### config.mk
export PLATFORM = sky130hd
export DESIGN_NAME = keyword_substitution_cipher_core
export DESIGN_NICKNAME = d
export VERILOG_FILES = /design/src/rtl/core/kws_pkg.sv /design/src/rtl/core/kws_ram.sv /design/src/rtl/core/kws_front.sv /design/src/rtl/core/kws_queue.sv /design/src/rtl/core/kws_back.sv /design/src/rtl/core/keyword_substitution_cipher_core.sv
export SDC_FILE = /design/constraint.sdc
export NUM_CORES = 1
export LEC_CHECK = 0
export BUFFER_PORTS_ARGS = -buffer_cell sky130_fd_sc_hd__buf_4
export CELL_PAD_IN_SITES_DETAIL_PLACEMENT = 1
export CELL_PAD_IN_SITES_GLOBAL_PLACEMENT = 2
export CORE_ASPECT_RATIO = 0.5
export CORE_UTILIZATION = 40
export CTS_CLUSTER_SIZE = 30
export DETAILED_ROUTE_END_ITERATION = 16
export PLACE_DENSITY = 0.78
export SLEW_MARGIN = 10
export SYNTH_ARGS = -nofsm -noshare
export SYNTH_HDL_FRONTEND = slang
export SYNTH_SLANG_ARGS = --single-unit
### constraint.sdc
create_clock -name clk -period 4.55 [get_ports clk]
set_input_delay 0.91 -clock clk [delete_from_list [all_inputs] [get_ports clk]]
set_output_delay 0.91 -clock clk [all_outputs]
set_load 0.05 [all_outputs]
### src/rtl/core/kws_pkg.sv
// ----------------------------------------------------------------------------
// kws_pkg
// shared types and constants of the keyword substitution cipher core
// ----------------------------------------------------------------------------
package kws_pkg;

	localparam int NLET = 26;
	localparam int LW   = 5;

	localparam logic [7:0] LET_A   = 8'd65;
	localparam logic [7:0] LET_Z   = 8'd90;
	localparam logic [7:0] LOW_A   = 8'd97;
	localparam logic [7:0] LOW_Z   = 8'd122;
	localparam logic [7:0] PASS_LO = 8'd32;
	localparam logic [7:0] PASS_HI = 8'd64;
	localparam logic [7:0] NEWLINE = 8'd10;

	// input function codes
	localparam logic [1:0] FUNC_CLEAR  = 2'd0;
	localparam logic [1:0] FUNC_KEY    = 2'd1;
	localparam logic [1:0] FUNC_FINISH = 2'd2;
	localparam logic [1:0] FUNC_TEXT   = 2'd3;

	// queued operation codes
	localparam logic [2:0] OP_CLEAR  = 3'd0;
	localparam logic [2:0] OP_KEY    = 3'd1;
	localparam logic [2:0] OP_FINISH = 3'd2;
	localparam logic [2:0] OP_LETTER = 3'd3;
	localparam logic [2:0] OP_PASS   = 3'd4;

	typedef struct packed {
		logic [2:0] op;
		logic [7:0] arg;   // letter index, or raw byte for pass-through
	} kws_op_t;

	typedef struct packed {
		logic              busy;
		logic              table_ready;
		logic [LW-1:0]     fill;
		logic [NLET-1:0]   used;
	} kws_status_t;

endpackage

### src/rtl/core/kws_ram.sv
// ----------------------------------------------------------------------------
// kws_ram
// generic single write port, single read port ram with registered read
// ----------------------------------------------------------------------------
module kws_ram #(
	parameter int WIDTH = 5,
	parameter int DEPTH = 26
) (
	input  logic                     clk,
	input  logic                     we,
	input  logic [$clog2(DEPTH)-1:0] waddr,
	input  logic [WIDTH-1:0]         wdata,
	input  logic [$clog2(DEPTH)-1:0] raddr,
	output logic [WIDTH-1:0]         rdata
);

	logic [WIDTH-1:0] mem_q [DEPTH];

	always_ff @(posedge clk) begin
		if (we) begin
			mem_q[waddr] <= wdata;
		end
		rdata <= mem_q[raddr];
	end

endmodule

### src/rtl/core/kws_front.sv
// ----------------------------------------------------------------------------
// kws_front
// classifies incoming beats into queued operations, drops ignored bytes
// ----------------------------------------------------------------------------
module kws_front (
	input  logic [1:0]       func,
	input  logic [7:0]       in_char,
	output logic             keep,
	output kws_pkg::kws_op_t op
);
	import kws_pkg::*;

	logic          is_upper;
	logic          is_lower;
	logic          is_letter;
	logic          is_pass;
	logic [7:0]    li;

	assign is_upper  = (in_char >= LET_A) && (in_char <= LET_Z);
	assign is_lower  = (in_char >= LOW_A) && (in_char <= LOW_Z);
	assign is_letter = is_upper || is_lower;
	assign is_pass   = ((in_char >= PASS_LO) && (in_char <= PASS_HI)) || (in_char == NEWLINE);
	assign li        = is_upper ? (in_char - LET_A) : (in_char - LOW_A);

	always_comb begin
		keep   = 1'b0;
		op.op  = OP_CLEAR;
		op.arg = in_char;
		case (func)
			FUNC_CLEAR: begin
				keep  = 1'b1;
				op.op = OP_CLEAR;
			end
			FUNC_KEY: begin
				// non-letter key bytes never reach the back end
				keep   = is_letter;
				op.op  = OP_KEY;
				op.arg = li;
			end
			FUNC_FINISH: begin
				keep  = 1'b1;
				op.op = OP_FINISH;
			end
			FUNC_TEXT: begin
				if (is_letter) begin
					keep   = 1'b1;
					op.op  = OP_LETTER;
					op.arg = li;
				end else if (is_pass) begin
					keep  = 1'b1;
					op.op = OP_PASS;
				end
			end
			default: begin
				keep = 1'b0;
			end
		endcase
	end

endmodule

### src/rtl/core/kws_queue.sv
// ----------------------------------------------------------------------------
// kws_queue
// small fifo of classified operations between front and back end
// ----------------------------------------------------------------------------
module kws_queue #(
	parameter int DEPTH = 4
) (
	input  logic             clk,
	input  logic             arst_n,
	input  logic             push,
	input  kws_pkg::kws_op_t din,
	output logic             full,
	input  logic             pop,
	output kws_pkg::kws_op_t dout,
	output logic             empty
);
	import kws_pkg::*;

	localparam int AW = (DEPTH > 1) ? $clog2(DEPTH) : 1;
	localparam int CW = $clog2(DEPTH + 1);

	kws_op_t         mem_q [DEPTH];
	logic [AW-1:0]   wptr_q;
	logic [AW-1:0]   rptr_q;
	logic [CW-1:0]   cnt_q;
	logic            do_push;
	logic            do_pop;

	assign full    = (cnt_q == CW'(DEPTH));
	assign empty   = (cnt_q == '0);
	assign dout    = mem_q[rptr_q];
	assign do_push = push && !full;
	assign do_pop  = pop && !empty;

	function automatic logic [AW-1:0] nxt(input logic [AW-1:0] p);
		nxt = (p == AW'(DEPTH - 1)) ? '0 : p + 1'b1;
	endfunction

	always_ff @(posedge clk) begin
		if (do_push) begin
			mem_q[wptr_q] <= din;
		end
	end

	always_ff @(posedge clk or negedge arst_n) begin
		if (!arst_n) begin
			wptr_q <= '0;
			rptr_q <= '0;
			cnt_q  <= '0;
		end else begin
			if (do_push) begin
				wptr_q <= nxt(wptr_q);
			end
			if (do_pop) begin
				rptr_q <= nxt(rptr_q);
			end
			if (do_push && !do_pop) begin
				cnt_q <= cnt_q + 1'b1;
			end else if (do_pop && !do_push) begin
				cnt_q <= cnt_q - 1'b1;
			end
		end
	end

endmodule

### src/rtl/core/kws_back.sv
// ----------------------------------------------------------------------------
// kws_back
// executes queued operations: key building, finish walk, text lookup
// ----------------------------------------------------------------------------
module kws_back (
	input  logic                 clk,
	input  logic                 arst_n,
	input  logic                 head_valid,
	input  kws_pkg::kws_op_t     head,
	output logic                 pop,
	input  logic                 dir,
	output logic                 out_valid,
	input  logic                 out_ready,
	output logic [7:0]           out_char,
	output kws_pkg::kws_status_t status
);
	import kws_pkg::*;

	localparam logic ST_IDLE   = 1'b0;
	localparam logic ST_FINISH = 1'b1;

	logic            state_q;
	logic [LW-1:0]   walk_q;
	logic [LW-1:0]   fill_q;
	logic [NLET-1:0] used_q;
	logic            ready_q;

	logic            s1_valid_q;
	logic            letter_s1;
	logic            ram_s1;
	logic            dir_s1;
	logic [7:0]      arg_s1;

	logic [7:0]      oq_q [2];
	logic [1:0]      oq_cnt_q;

	logic            idle;
	logic            is_text;
	logic            deq;
	logic [2:0]      occ;
	logic            room;
	logic [LW-1:0]   head_li;
	logic            key_wr;
	logic            fin_wr;
	logic            wr;
	logic [LW-1:0]   wl;
	logic [LW-1:0]   keyed_rd;
	logic [LW-1:0]   inv_rd;
	logic [LW-1:0]   sel_li;
	logic [7:0]      res;

	assign idle    = (state_q == ST_IDLE);
	assign is_text = (head.op == OP_LETTER) || (head.op == OP_PASS);
	assign head_li = head.arg[LW-1:0];
	assign deq     = out_valid && out_ready;
	// results in flight plus those waiting must fit the two-entry output queue
	assign occ     = {1'b0, oq_cnt_q} + {2'b00, s1_valid_q};
	assign room    = occ < (3'd2 + {2'b00, deq});
	assign pop     = head_valid && idle && (!is_text || room);

	assign key_wr = pop && (head.op == OP_KEY) && !used_q[head_li] && (fill_q < LW'(NLET));
	assign fin_wr = (state_q == ST_FINISH) && !used_q[walk_q] && (fill_q < LW'(NLET));
	assign wr     = key_wr || fin_wr;
	assign wl     = fin_wr ? walk_q : head_li;

	// keyed[position] = letter, inverse[letter] = position, written together
	kws_ram #(.WIDTH(LW), .DEPTH(NLET)) u_keyed (
		.clk   (clk),
		.we    (wr),
		.waddr (fill_q),
		.wdata (wl),
		.raddr (head_li),
		.rdata (keyed_rd)
	);

	kws_ram #(.WIDTH(LW), .DEPTH(NLET)) u_inverse (
		.clk   (clk),
		.we    (wr),
		.waddr (wl),
		.wdata (fill_q),
		.raddr (head_li),
		.rdata (inv_rd)
	);

	always_comb begin
		if (ram_s1) begin
			sel_li = dir_s1 ? keyed_rd : inv_rd;
		end else begin
			sel_li = arg_s1[LW-1:0];
		end
		res = letter_s1 ? (LET_A + {3'b000, sel_li}) : arg_s1;
	end

	always_ff @(posedge clk or negedge arst_n) begin
		if (!arst_n) begin
			state_q    <= ST_IDLE;
			walk_q     <= '0;
			fill_q     <= '0;
			used_q     <= '0;
			ready_q    <= 1'b0;
			s1_valid_q <= 1'b0;
		end else begin
			s1_valid_q <= pop && is_text;
			if (wr) begin
				fill_q      <= fill_q + 1'b1;
				used_q[wl]  <= 1'b1;
			end
			case (state_q)
				ST_IDLE: begin
					if (pop && (head.op == OP_CLEAR)) begin
						fill_q  <= '0;
						used_q  <= '0;
						ready_q <= 1'b0;
					end
					if (pop && (head.op == OP_FINISH)) begin
						state_q <= ST_FINISH;
						walk_q  <= LW'(NLET - 1);
					end
				end
				ST_FINISH: begin
					if (walk_q == '0) begin
						state_q <= ST_IDLE;
						ready_q <= 1'b1;
					end else begin
						walk_q <= walk_q - 1'b1;
					end
				end
				default: begin
					state_q <= ST_IDLE;
				end
			endcase
		end
	end

	always_ff @(posedge clk) begin
		if (pop && is_text) begin
			letter_s1 <= (head.op == OP_LETTER);
			ram_s1    <= ready_q;
			dir_s1    <= dir;
			arg_s1    <= head.arg;
		end
	end

	// two-entry output queue, head in slot zero
	always_ff @(posedge clk) begin
		if (s1_valid_q && !deq) begin
			oq_q[oq_cnt_q[0]] <= res;
		end else if (!s1_valid_q && deq) begin
			oq_q[0] <= oq_q[1];
		end else if (s1_valid_q && deq) begin
			if (oq_cnt_q == 2'd1) begin
				oq_q[0] <= res;
			end else begin
				oq_q[0] <= oq_q[1];
				oq_q[1] <= res;
			end
		end
	end

	always_ff @(posedge clk or negedge arst_n) begin
		if (!arst_n) begin
			oq_cnt_q <= '0;
		end else if (s1_valid_q && !deq) begin
			oq_cnt_q <= oq_cnt_q + 1'b1;
		end else if (!s1_valid_q && deq) begin
			oq_cnt_q <= oq_cnt_q - 1'b1;
		end
	end

	assign out_valid = (oq_cnt_q != 2'd0);
	assign out_char  = oq_q[0];

	assign status.busy        = !idle;
	assign status.table_ready = ready_q;
	assign status.fill        = fill_q;
	assign status.used        = used_q;

endmodule

### src/rtl/core/keyword_substitution_cipher_core.sv
// ----------------------------------------------------------------------------
// keyword_substitution_cipher_core
// builds a keyed alphabet from key beats and substitutes text beats with it
// ----------------------------------------------------------------------------
//
//  channel  signals                          payload
//  -------  -------------------------------  --------------------------------
//  in       in_valid  in_ready               func[1:0], in_char[7:0]
//  out      out_valid out_ready              out_char[7:0]
//  cfg      cfg_valid cfg_ready              direction
//
//  text streams through the back end at one beat per cycle unless out_ready
//  or a finish walk stalls it; results pass the op queue, stage one and the
//  output queue; a finish beat holds the back end while the z-down-to-a walk
//  appends unused letters one per cycle; the front keeps filling the queue
//  reset clears the queue, letter set, fill count and ready flag; the
//  alphabet rams are not cleared; lookups use them only after finish fills them
//  out_ready low only backs up the output queue, then the op queue, then in
//
module keyword_substitution_cipher_core #(
	parameter int QUEUE_DEPTH = 4
) (
	input  logic       clk,
	input  logic       arst_n,
	input  logic       in_valid,
	output logic       in_ready,
	input  logic [1:0] func,
	input  logic [7:0] in_char,
	output logic       out_valid,
	input  logic       out_ready,
	output logic [7:0] out_char,
	input  logic       cfg_valid,
	output logic       cfg_ready,
	input  logic       direction
);
	import kws_pkg::*;

	logic        direction_q;
	logic        keep;
	kws_op_t     front_op;
	kws_op_t     head_op;
	logic        q_full;
	logic        q_empty;
	logic        q_pop;
	kws_status_t status;

	// config register, always ready; the user must write it only while no beat is in flight (not enforced)
	assign cfg_ready = 1'b1;

	always_ff @(posedge clk or negedge arst_n) begin
		if (!arst_n) begin
			direction_q <= 1'b0;
		end else if (cfg_valid && cfg_ready) begin
			direction_q <= direction;
		end
	end

	// dropped beats are accepted too, they simply never enter the queue
	assign in_ready = !q_full;

	kws_front u_front (
		.func    (func),
		.in_char (in_char),
		.keep    (keep),
		.op      (front_op)
	);

	kws_queue #(.DEPTH(QUEUE_DEPTH)) u_queue (
		.clk    (clk),
		.arst_n (arst_n),
		.push   (in_valid && in_ready && keep),
		.din    (front_op),
		.full   (q_full),
		.pop    (q_pop),
		.dout   (head_op),
		.empty  (q_empty)
	);

	kws_back u_back (
		.clk        (clk),
		.arst_n     (arst_n),
		.head_valid (!q_empty),
		.head       (head_op),
		.pop        (q_pop),
		.dir        (direction_q),
		.out_valid  (out_valid),
		.out_ready  (out_ready),
		.out_char   (out_char),
		.status     (status)
	);

	// every used letter has exactly one slot in the keyed alphabet
	a_fill_matches_used: assert property (@(posedge clk) disable iff (!arst_n)
		$countones(status.used) == int'(status.fill))
		else $error("fill count differs from used letter count");

	// a ready table is always a complete permutation
	a_ready_full: assert property (@(posedge clk) disable iff (!arst_n)
		status.table_ready |-> (status.fill == LW'(NLET)))
		else $error("table ready with incomplete alphabet");

	// no operation leaves the queue during the finish walk
	a_no_pop_busy: assert property (@(posedge clk) disable iff (!arst_n)
		status.busy |-> !q_pop)
		else $error("queue popped during finish walk");

	// the walk never shrinks the alphabet
	a_walk_grows: assert property (@(posedge clk) disable iff (!arst_n)
		(status.busy && $past(status.busy)) |-> (status.fill >= $past(status.fill)))
		else $error("fill count dropped during finish walk");

endmodule
==> results of run 1 <==
flip-flops by register name (all words and copies together), names as in the netlist, 3 cells and up:
name	flops
u_back.fill_q	5
u_back.walk_q	5
u_back.u_keyed.rdata	5
u_back.oq_q	16
u_back.arg_s1	8
u_back.u_inverse.mem_q	130
u_queue.mem_q	44
u_back.used_q	26
u_back.u_inverse.rdata	5
u_queue.cnt_q	3
u_back.u_keyed.mem_q	130
worst reg2reg max path: stages, from the launching register on:
cell     delay [ps]
dfrtp_1         680
mux4_2          570
or2_2           280
a31oi_1         370
nand2_1         250
mux2i_4         290
inv_2           490
nand2_1         470
nor3_1          320
buf_4           200
cell usage in the layout (no fill, tap or decap), drive strengths merged, types with 5 or more instances in the layout:
master	synthesis	layout
nor2	45	45
nor3b	5	5
o21ai	25	25
clkinv	0	15
a32o	8	8
dfxtp	10	10
nor4	6	6
a21oi	28	28
and2	9	9
clkbuf	27	48
inv	25	28
xor2	10	10
o211ai	5	5
edfxtp	331	331
nor2b	19	19
and3	23	23
mux2	33	33
o31ai	13	13
ha	23	23
mux2i	40	40
buf	26	61
nand2	53	53
xnor2	5	5
dfrtp	49	49
nand2b	6	6
a211oi	11	11
nor3	27	27
mux4	85	85
nand3	6	6
synthesized netlist by cell type (3+ instances only):
| library cell | instances |
|---|---|
| a21oi_1 | 28 |
| a32o_1 | 8 |
| nand2_1 | 53 |
| o21ai_0 | 21 |
| a21o_1 | 4 |
| mux2i_1 | 39 |
| nor2_1 | 44 |
| nand3_1 | 6 |
| o211ai_1 | 5 |
| edfxtp_1 | 331 |
| nor3_1 | 27 |
| mux2_2 | 33 |
| a211oi_1 | 11 |
| o21ai_1 | 3 |
| a31oi_1 | 4 |
| and2_1 | 9 |
| buf_2 | 14 |
| buf_12 | 4 |
| nor3b_1 | 5 |
| o21bai_1 | 3 |
| nand2b_1 | 6 |
| mux4_2 | 83 |
| buf_1 | 3 |
| buf_4 | 3 |
| xnor2_1 | 5 |
| and3_1 | 23 |
| xor2_1 | 10 |
| inv_1 | 24 |
| o21a_1 | 4 |
| and3b_1 | 3 |
| ha_1 | 23 |
| nor4_1 | 6 |
| dfxtp_1 | 10 |
| dfrtp_1 | 49 |
| clkbuf_1 | 27 |
| nor2b_1 | 19 |
| o31ai_1 | 13 |
area by class of cell:
cell class	count	area (um^2)	share of cell area [%]
flip-flops and latches	390	11400	60.4
inverters	25	93.8	0.498
repair buffers	61	458	2.43
clock buffers	48	1010	5.36
multi-input cells	531	5060	26.9
well taps	540	676	3.59
clock inverters	21	170	0.904
kinds of logic after synthesis:
kind of cell    after synthesis
xor+xnor                     15
mux                         158
buf+inv                      78
compound gates              118
simple gates                215
flops                       390
fa+ha+maj                    24
other cells                   1
power breakdown:
group / total, mW / switching (mW) / internal, mW
logic: 5.80 / 3.62 / 2.18
clock network: 3.02 / 1.32 / 1.70
registers: 5.65 / 0.455 / 5.19
total: 14.5 / 5.39 / 9.07
worst max path at each step:
stage	start	endpoint	slack, ps	cells after the start
after floorplan	in_char[0]	u_queue.cnt_q[1]	740	11
after global placement	u_back.walk_q[1]	u_back.u_inverse.mem_q[10][3]	460	8
after detailed placement	u_back.walk_q[1]	u_back.u_inverse.mem_q[10][4]	170	8
after CTS	u_back.walk_q[1]	u_back.u_inverse.mem_q[10][0]	200	8
after global routing	u_back.walk_q[1]	u_back.u_inverse.mem_q[25][0]	50	9
final	u_back.walk_q[1]	u_back.u_inverse.mem_q[5][2]	380	9
through the flow:
| stage | utilization (%) | instances | worst slack (ps) | power [mW] | hold WS, ps |
|---|---|---|---|---|---|
| CTS | 46.0 | 1616 | 198 | 14.6 | 422 |
| detailed placement | 43.1 | 1547 | 167 | 11.5 | 450 |
| finish | 46.0 | 1616 | 379 | 14.5 | 424 |
| floorplan | - | 999 | 744 | 9.57 | 421 |
| global placement | 43.1 | 1547 | 458 | 11.3 | 434 |
| global route | 46.0 | 1616 | 52.6 | 15.2 | 461 |
per-layer routing:
metal | GRT usage (%) | part of all wire [%] | routed length [um] | up-vias
li1 | - | - | - | 4031
met1 | 25.1 | 45 | 17100 | 4685
met2 | 30.1 | 49 | 18400 | 202
met3 | 3.01 | 4.6 | 1730 | 50
met4 | 4.05 | 1.4 | 535 | 0
met5 | 0 | 0 | 0 | -
==> metrics, run 1 <==
vias in the first global route=about 9800; fin. max-slew vios=0; Via Count=roughly 9000; CP max FO=33; Inserted Clock Buffers=38; Compound-Gate Fraction of Synth Area=roughly 4.7%; Final HPWL DP=approximately 26000 um; CP startpoint kind=flop; WL/cell=between 20 and 25 um; total grt overflow=0; CP endpoint kind=flop; Die Y-Extent=roughly 150 um; WS Path Type=reg2reg; DRT iter0 DRCs=roughly 560; largest family of logic cells by synthesized area=multiplexers; GRT Overall Usage=around 18%; drt first pass iters=5; Site Rows=52; core area=approximately 41000 um^2; Pleak=6.60 nW; Unique masters post-synth=65; worst-case reg-to-reg path depth=9; post-synthesis adder-cell area fraction=under 10%; number of synthesized register bits=just under 400; Pwr Density=approximately 770 nW/um^2; xor/xnor share of the synthesized area=less than 1%; reg-to-reg slack, setup=380 ps; initial core utilization=41.1%; Worst path slowest cell=dfrtp_1; Top delay family on crit path=simple AND/OR/NAND/NOR gates; PortBufs=25; skew final=about 32 ps; Final nets=about 1100; Hold Fails Final Rpt=0; Die ar.=42900 um^2; critical-path cell list=mux4_2 -> or2_2 -> a31oi_1 -> nand2_1 -> mux2i_4 -> inv_2 -> nand2_1 -> nor3_1 -> buf_4; Mapped Cells=approximately 1000; Crit path arrival time=between 4000 and 5000 ps; GPL Wtd Cong=slightly above 0.8; die extent in x=292 um; RSZ-0062 raised after global routing=no; Seq/Total Area, Yosys=between 60% and 70%; Synth Flop Type=edfxtp_1; max cap viols=0; Via density=5.55; post-cts sizing count=0; Worst-Margin Slew=1090 ps; r2r endpoint=u_back.u_inverse.mem_q[5][2]; post-synthesis async set-or-reset flop share=between 10 and 15%; crit path time final=~4200 ps; simple logic cell fraction of the synthesized area=6.51%; placed cell area=17600 um^2; Syn. warnings=0; cell taking the most area after synthesis=edfxtp_1; FILL cells=3965; P&R area growth vs syn=12.0%; Yosys top cell area share=roughly three fifths; antenna-violating nets left=0; Hold Buf Count CTS=0; Mapped Area=16800 um^2; mux cell area share after synthesis=16.1%; largest cells by area after synthesis=edfxtp_1 59%, mux4_2 11%, dfrtp_1 7.3%; initial antenna violation count=0; CP max stage delay=680 ps; largest net degree at the start of global routing=50; Post-synth EDFFs=331; CTS tree=yes; syn_nets=between 1000 and 1500; ant diodes=0; DRC viols=0; Avg Cell Area, Syn=16.8 um^2; setup TNS=0 ps; post-route cell area=roughly 19000 um^2; VDD IR max=about 0.34 mV; Critical path buffers and inverters=2; WP data required=around 4800 ps; final setup fails=0; Reg2Reg Launch Point=u_back.walk_q[1]; IO Count=27; H-tree levels=2; global-route wire length before repair=approximately 59000 um; clock tree root driver cell=clkbuf_16; CTS max path bufs=3; post-CTS setup buffer count=0; Routed Wire Length=~38000 um; Worst Hold Class=in2async; final worst path period share=91.7%; share of cells above drive strength 1=a little under a quarter; insertion delay to the later sink of the worst-skew pair=about 540 ps; Fmax=0.240 GHz; Clk pin slew, worst setup/hold paths=~70 ps; status=complete, no violations; CP most frequent cell=nand2_1; # clock sinks=390; Relative slew margins=between 20% and 30%
Power figures use the tool's default switching activity.
==> inputs of run 2 (changes only) <==
--- a/config.mk
+++ b/config.mk
@@ -5,14 +5,16 @@
 export SDC_FILE = /design/constraint.sdc
 export NUM_CORES = 1
 export LEC_CHECK = 0
-export BUFFER_PORTS_ARGS = -buffer_cell sky130_fd_sc_hd__buf_4
+export ABC_AREA = 1
 export CELL_PAD_IN_SITES_DETAIL_PLACEMENT = 1
 export CELL_PAD_IN_SITES_GLOBAL_PLACEMENT = 2
 export CORE_ASPECT_RATIO = 0.5
 export CORE_UTILIZATION = 40
 export CTS_CLUSTER_SIZE = 30
 export DETAILED_ROUTE_END_ITERATION = 16
-export PLACE_DENSITY = 0.78
+export DONT_BUFFER_PORTS = 1
+export HOLD_SLACK_MARGIN = 0.12
+export PLACE_DENSITY = 0.85
 export SLEW_MARGIN = 10
 export SYNTH_ARGS = -nofsm -noshare
 export SYNTH_HDL_FRONTEND = slang
==> metrics, run 2 <==
antenna-violating nets left=0 (unchanged); Syn. warnings=0 (unchanged); most frequent cells after synthesis=331 x edfxtp_1, 244 x nand2_1, 241 x nor2_1; WS Path Type=reg2reg; die extent in x=296 um (+1.3%); clock tree root driver cell=clkbuf_16; cell taking the most area after synthesis=edfxtp_1; Worst Hold Slack=223 ps (-201 ps); Synth Flop Type=edfxtp_1; Pwr Density=840 nW/um^2 (+9.3%); Relative slew margins=27.7% (+0.40 points); Final Util=45.3% (-0.69 points); Mapped Cells=1601 (+60%); total power=16.1 mW (+11%); Clk pin slew, worst setup/hold paths=70 ps (about the same); most common cell after layout, fill and taps aside=edfxtp_1; Post-Place Setup Slack=588 ps (+420 ps); Final HPWL DP=32700 um (+28%); global-route wire length before repair=73900 um (+25%); slack of the critical path=620 ps (+241 ps); Pleak=7.20 nW (+9.2%); vias in the first global route=12700 (+30%); Via density=5.46 (-1.7%); Final Non-Filler Cells=2210 (+37%); critical-path cell list=inv_4 -> nand2_1 -> nand3_1 -> buf_4 -> nand2_4 -> buf_4 -> nand2_1 -> o21ai_4 -> nand2_2 -> nor2_1 -> nand2_1 -> inv_1; Fmax=0.254 GHz (+6.1%); WP data required=4780 ps (-20 ps); Critical path buffers and inverters=4 (+2); post-route cell area=19100 um^2 (+1.7%); Mapped Area=17200 um^2 (+2.6%); setup TNS=0 ps (unchanged); skew final=22.7 ps (-9.81 ps); Unique masters post-synth=52 (-20%); post-CTS setup buffer count=0 (unchanged); CP max FO=101 (+210%); core area=42200 um^2 (+3.2%); Top delay family on crit path=buffers and inverters; # clock sinks=390 (unchanged); DP Cell Count=2139 (+38%); placed cell area=17900 um^2 (+1.4%); GPL Wtd Cong=0.889 (+8.9%); Worst Hold Class=in2async; status=complete, no violations; RSZ-0062 raised after global routing=no; Worst path slowest cell=dfrtp_1; H-tree levels=2 (unchanged); DRT iter0 DRCs=1066 (+91%); Crit path arrival time=4160 ps (-260 ps); VDD IR max=0.625 mV (+82%); initial core utilization=40.8% (-0.24 points); post-cts sizing count=0 (unchanged); DRC viols=0 (unchanged); PortBufs=0 (-100%); count leader, synth=edfxtp_1; largest cells by area after synthesis=edfxtp_1 58%, dfrtp_1 7.1%, nand2_1 5.3%; WL/cell=21.9 um (-6.3%); CP endpoint kind=flop; CTS max path bufs=3 (unchanged); Via Count=12100 (+34%); Hold Fails Final Rpt=0 (unchanged); max cap viols=0 (unchanged); IO Count=27 (unchanged); syn_nets=1641 (+58%); CP max stage delay=850 ps (+170 ps); largest net degree at the start of global routing=102 (+100%); initial antenna violation count=1 (+1); Post-synth EDFFs=331 (unchanged); drt first pass iters=6 (+1); crit path time final=3930 ps (-241 ps); Routed Wire Length=48400 um (+28%); Yosys top cell area share=57.6% (-1.5 points); CP startpoint kind=flop; share of cells above drive strength 1=8.51% (-14 points); post-synthesis async set-or-reset flop share=12.6% (unchanged); ant diodes=0 (unchanged); Seq/Total Area, Yosys=65.9% (-1.7 points); Avg Cell Area, Syn=10.8 um^2 (-36%); number of synthesized register bits=390 (unchanged); most frequent cells in the layout=331 x edfxtp_1, 244 x nand2_1, 241 x nor2_1; FILL cells=4649 (+17%); GRT Overall Usage=22.3% (+4.2 points); Die ar.=44000 um^2 (+2.6%); insertion delay to the later sink of the worst-skew pair=560 ps (+20 ps); final worst path period share=86.4% (-5.3 points); fin. max-slew vios=0 (unchanged); Inserted Clock Buffers=38 (unchanged); Die Y-Extent=149 um (+1.3%); Worst-Margin Slew=1080 ps (-4.86 ps); final setup fails=0 (unchanged); Final nets=1643 (+51%); Site Rows=53 (+1.9%); total grt overflow=0 (unchanged); P&R area growth vs syn=11.0%; CTS tree=yes; CP most frequent cell=nand2_1; Largest regs=u_back.u_inverse.mem_q x130, u_back.u_keyed.mem_q x130, u_queue.mem_q x44
## run 2: worst paths after layout
| path | startpoint | end | slack (ps) | cells after the start |
|---|---|---|---|---|
| min | arst_n | u_back.used_q[12] | 220 | 1 |
| max in group asynchronous | arst_n | u_back.oq_cnt_q[0] | 4070 | 1 |
| max reg2reg | u_queue.rptr_q[0] | u_back.u_inverse.mem_q[20][3] | 620 | 12 |
| min reg2reg | direction_q | u_back.dir_s1 | 470 | 0 |
| min in group clk | direction_q | u_back.dir_s1 | 470 | 0 |
| max | u_queue.rptr_q[0] | u_back.u_inverse.mem_q[20][3] | 620 | 12 |
## run 2: where the power goes
group	total, mW	switching (mW)	internal (mW)	leakage (nW)
clock network	3.14	1.37	1.78	0.604
registers	5.66	0.454	5.21	3.71
logic	7.27	5.42	1.84	2.88
## run 2: kinds of logic (layout without fill, tap and decap cells)
group	after synthesis	count (layout)	synth area share, %
compound gates	311	311	10.6
xor+xnor	13	13	0.660
fa+ha+maj	24	24	1.78
buf+inv	214	246	5.31
flops	390	390	65.9
mux	2	2	0.131
other cells	1	1	0.0217
simple gates	646	646	15.6
## run 2: final cells by class
| class | count | area, um^2 | share of cell area [%] |
|---|---|---|---|
| clock buffer | 57 | 1120 | 5.87 |
| clock inverter | 13 | 108 | 0.562 |
| inverter | 135 | 512 | 2.67 |
| multi-input combinational | 997 | 4970 | 26.0 |
| sequential | 390 | 11400 | 59.4 |
| tap | 577 | 722 | 3.77 |
| timing repair buffer | 41 | 340 | 1.78 |
## run 2: what timing repair did
action,4_1_cts,5_1_grt
hold endpoints to repair,49,0
setup endpoints to repair,0,0
hold buffers,1,0
## run 2: metal layers
metal / vias up / global-route usage (%) / wire length (um)
li1: 5569 / - / -
met1: 6087 / 30.7 / 22300
met2: 329 / 35.4 / 22100
met3: 75 / 4.98 / 2990
met4: 0 / 6.40 / 1110
met5: - / 0 / 0
## run 2: worst reg2reg max path, delay by kind of cell (launching register included)
family,cells,cell delay (ps)
AOI/OAI and AO/OA,1,150
buffers and inverters,4,1470
and+or+nand+nor,7,1140
DFF,1,850
==> inputs of run 3 (changes only) <==
==> constraint.sdc (replaced) <==
create_clock -name clk -period 3.8 [get_ports clk]
set_input_delay 0.76 -clock clk [delete_from_list [all_inputs] [get_ports clk]]
set_output_delay 0.76 -clock clk [all_outputs]
set_load 0.05 [all_outputs]
==> metrics, run 3 (synthesized netlist as in run 2, its figures left out) <==
PortBufs=0 (unchanged); drt first pass iters=5 (-1); max layer used=met4; critical-path cell list=inv_4 -> nand2_1 -> nand3_1 -> nand2_2 -> inv_2 -> buf_4 -> nand2_1 -> o21ai_2 -> nand2_1 -> nor2_1 -> nand2_1 -> inv_1; die extent in x=296 um (unchanged); DRC viols=0 (unchanged); skew final=19.4 ps (-3.27 ps); total power=19.1 mW (+19%); vias in the first global route=12600 (-0.43%); final worst path period share=90.9% (+4.5 points); crit path time final=3450 ps (-477 ps); CP most frequent cell=nand2_1; Site Rows=53 (unchanged); worst-case reg-to-reg path depth=12 (unchanged); GPL Wtd Cong=0.851 (-4.2%); Hold Fails Final Rpt=0 (unchanged); antenna-violating nets left=0 (unchanged); total grt overflow=0 (unchanged); Pwr Density=999 nW/um^2 (+19%); Worst-Margin Slew=1160 ps (+70.3 ps); max cap viols=0 (unchanged); RSZ-0062 raised after global routing=no; fin. max-slew vios=0 (unchanged); final setup fails=0 (unchanged); H-tree levels=2 (unchanged); most frequent cells in the layout=331 x edfxtp_1, 244 x nand2_1, 239 x nor2_1; status=complete, no violations; CP max FO=60 (-41%); initial antenna violation count=0 (-1); CP startpoint kind=flop; core area=42200 um^2 (unchanged); Worst Hold Class=in2reg; reg-to-reg slack, setup=350 ps (-270 ps); CP max stage delay=590 ps (-260 ps); Clk pin slew, worst setup/hold paths=60 ps (about the same); Final HPWL DP=30600 um (-6.5%); WL/cell=21.3 um (-2.7%); met1 WL=21600 um (-2.9%); Fmax=0.290 GHz (+14%); Routed Wire Length=46900 um (-3.3%); post-route cell area=19100 um^2 (-0.10%); VDD IR max=0.638 mV (+2.0%); WP data required=4010 ps (-770 ps); Die Y-Extent=149 um (unchanged); hold wc startpoint=direction; Final nets=1634 (-0.55%); WS Path Type=reg2reg; initial core utilization=40.8% (unchanged); Largest regs=u_back.u_inverse.mem_q x130, u_back.u_keyed.mem_q x130, u_queue.mem_q x44; Inserted Clock Buffers=38 (unchanged); Worst Hold End=direction_q; most common cell after layout, fill and taps aside=edfxtp_1; DR WL met3=2210 um (-26%); share of cells above drive strength 1=8.09% (-0.42 points); largest net degree at the start of global routing=126 (+24%); IO Count=27 (unchanged); clock tree root driver cell=clkbuf_16; GRT Overall Usage=21.6% (-0.67 points); Setup crit start=u_queue.rptr_q[0]; CTS max path bufs=3 (unchanged); CTS tree=yes; P&R area growth vs syn=10.9%; Via density=5.48 (+0.36%); Worst path slowest cell=buf_4; Pleak=7.18 nW (-0.33%); Via Count=12000 (-0.23%); placed cell area=17800 um^2 (-0.42%); CP endpoint kind=flop; Relative slew margins=22.7% (-5.0 points); r2r endpoint=u_back.u_inverse.mem_q[11][0]; DR WL met2=22000 um (-0.22%); # clock sinks=390 (unchanged); Die ar.=44000 um^2 (unchanged); Hold Path Stages=1; global-route wire length before repair=72700 um (-1.6%); Reg2Reg Launch Point=u_queue.rptr_q[0]; post-CTS setup buffer count=0 (unchanged); Crit path arrival time=3670 ps (-490 ps); insertion delay to the later sink of the worst-skew pair=550 ps (about the same); setup TNS=0 ps (unchanged); DRT iter0 DRCs=983 (-7.8%)
[run 3: cell count changes in the layout (fill, tap and decap cells not counted), sizes merged, moves of 5 or more]
cell / delta
clkbuf: -15
buf: -10
clkinv: +6
bufinv: +5
[run 3: worst max path at each step]
stage                               endpoint  slack (ps)  cells past startpoint
6_report       u_back.u_inverse.mem_q[11][0]         350                     12
5_1_grt         u_back.u_inverse.mem_q[2][3]          40                     15
4_1_cts         u_back.u_inverse.mem_q[2][3]         220                     15
3_5_place_dp                u_queue.cnt_q[1]         220                     15
3_3_place_gp                u_queue.cnt_q[2]         390                     16
2_1_floorplan               u_queue.cnt_q[1]         640                     15
[run 3: power by group]
part | internal [mW] | total [mW] | switching [mW]
registers | 6.24 | 6.73 | 0.497
logic | 2.14 | 8.46 | 6.32
clock network | 2.28 | 3.92 | 1.64
[run 3: timing repair]
item / in CTS / in global routing
resized for setup: 0 / 3
setup endpoints to repair: 0 / 10
hold buffers: 2 / 0
endpoints found under the hold margin: 49 / 0
[run 3: layout make-up]
cell class | instances | area (um^2)
flip-flops and latches | 390 | 11400
clock buffers | 42 | 987
clock inverters | 23 | 277
repair buffers | 32 | 275
fillers | 4594 | 23100
diodes | 1 | 2.50
multi-input cells | 997 | 4980
well taps | 577 | 722
inverters | 135 | 512
[run 3: per-layer routing]
metal	track usage, %	vias up
met1	30.0	6124
met3	2.94	74
met5	0	-
met2	35.9	290
met4	5.39	0
li1	-	5544
[run 3: through the flow]
stage / hold WS [ps] / setup slack, ps / utilization (%) / cells
2_1_floorplan: 421 / 644 / - / 1601
3_3_place_gp: 449 / 393 / 42.2 / 2129
3_5_place_dp: 467 / 219 / 42.2 / 2129
4_1_cts: 346 / 216 / 45.2 / 2196
5_1_grt: 353 / 43.1 / 45.3 / 2196
6_report: 365 / 347 / 45.3 / 2197
[run 3: worst max-delay path: cells and delay by family (launching register included)]
family	cells	cell delay [ps]
AOI/OAI and AO/OA	1	170
buffers and inverters	4	1350
DFF	1	560
and+or+nand+nor	7	1050
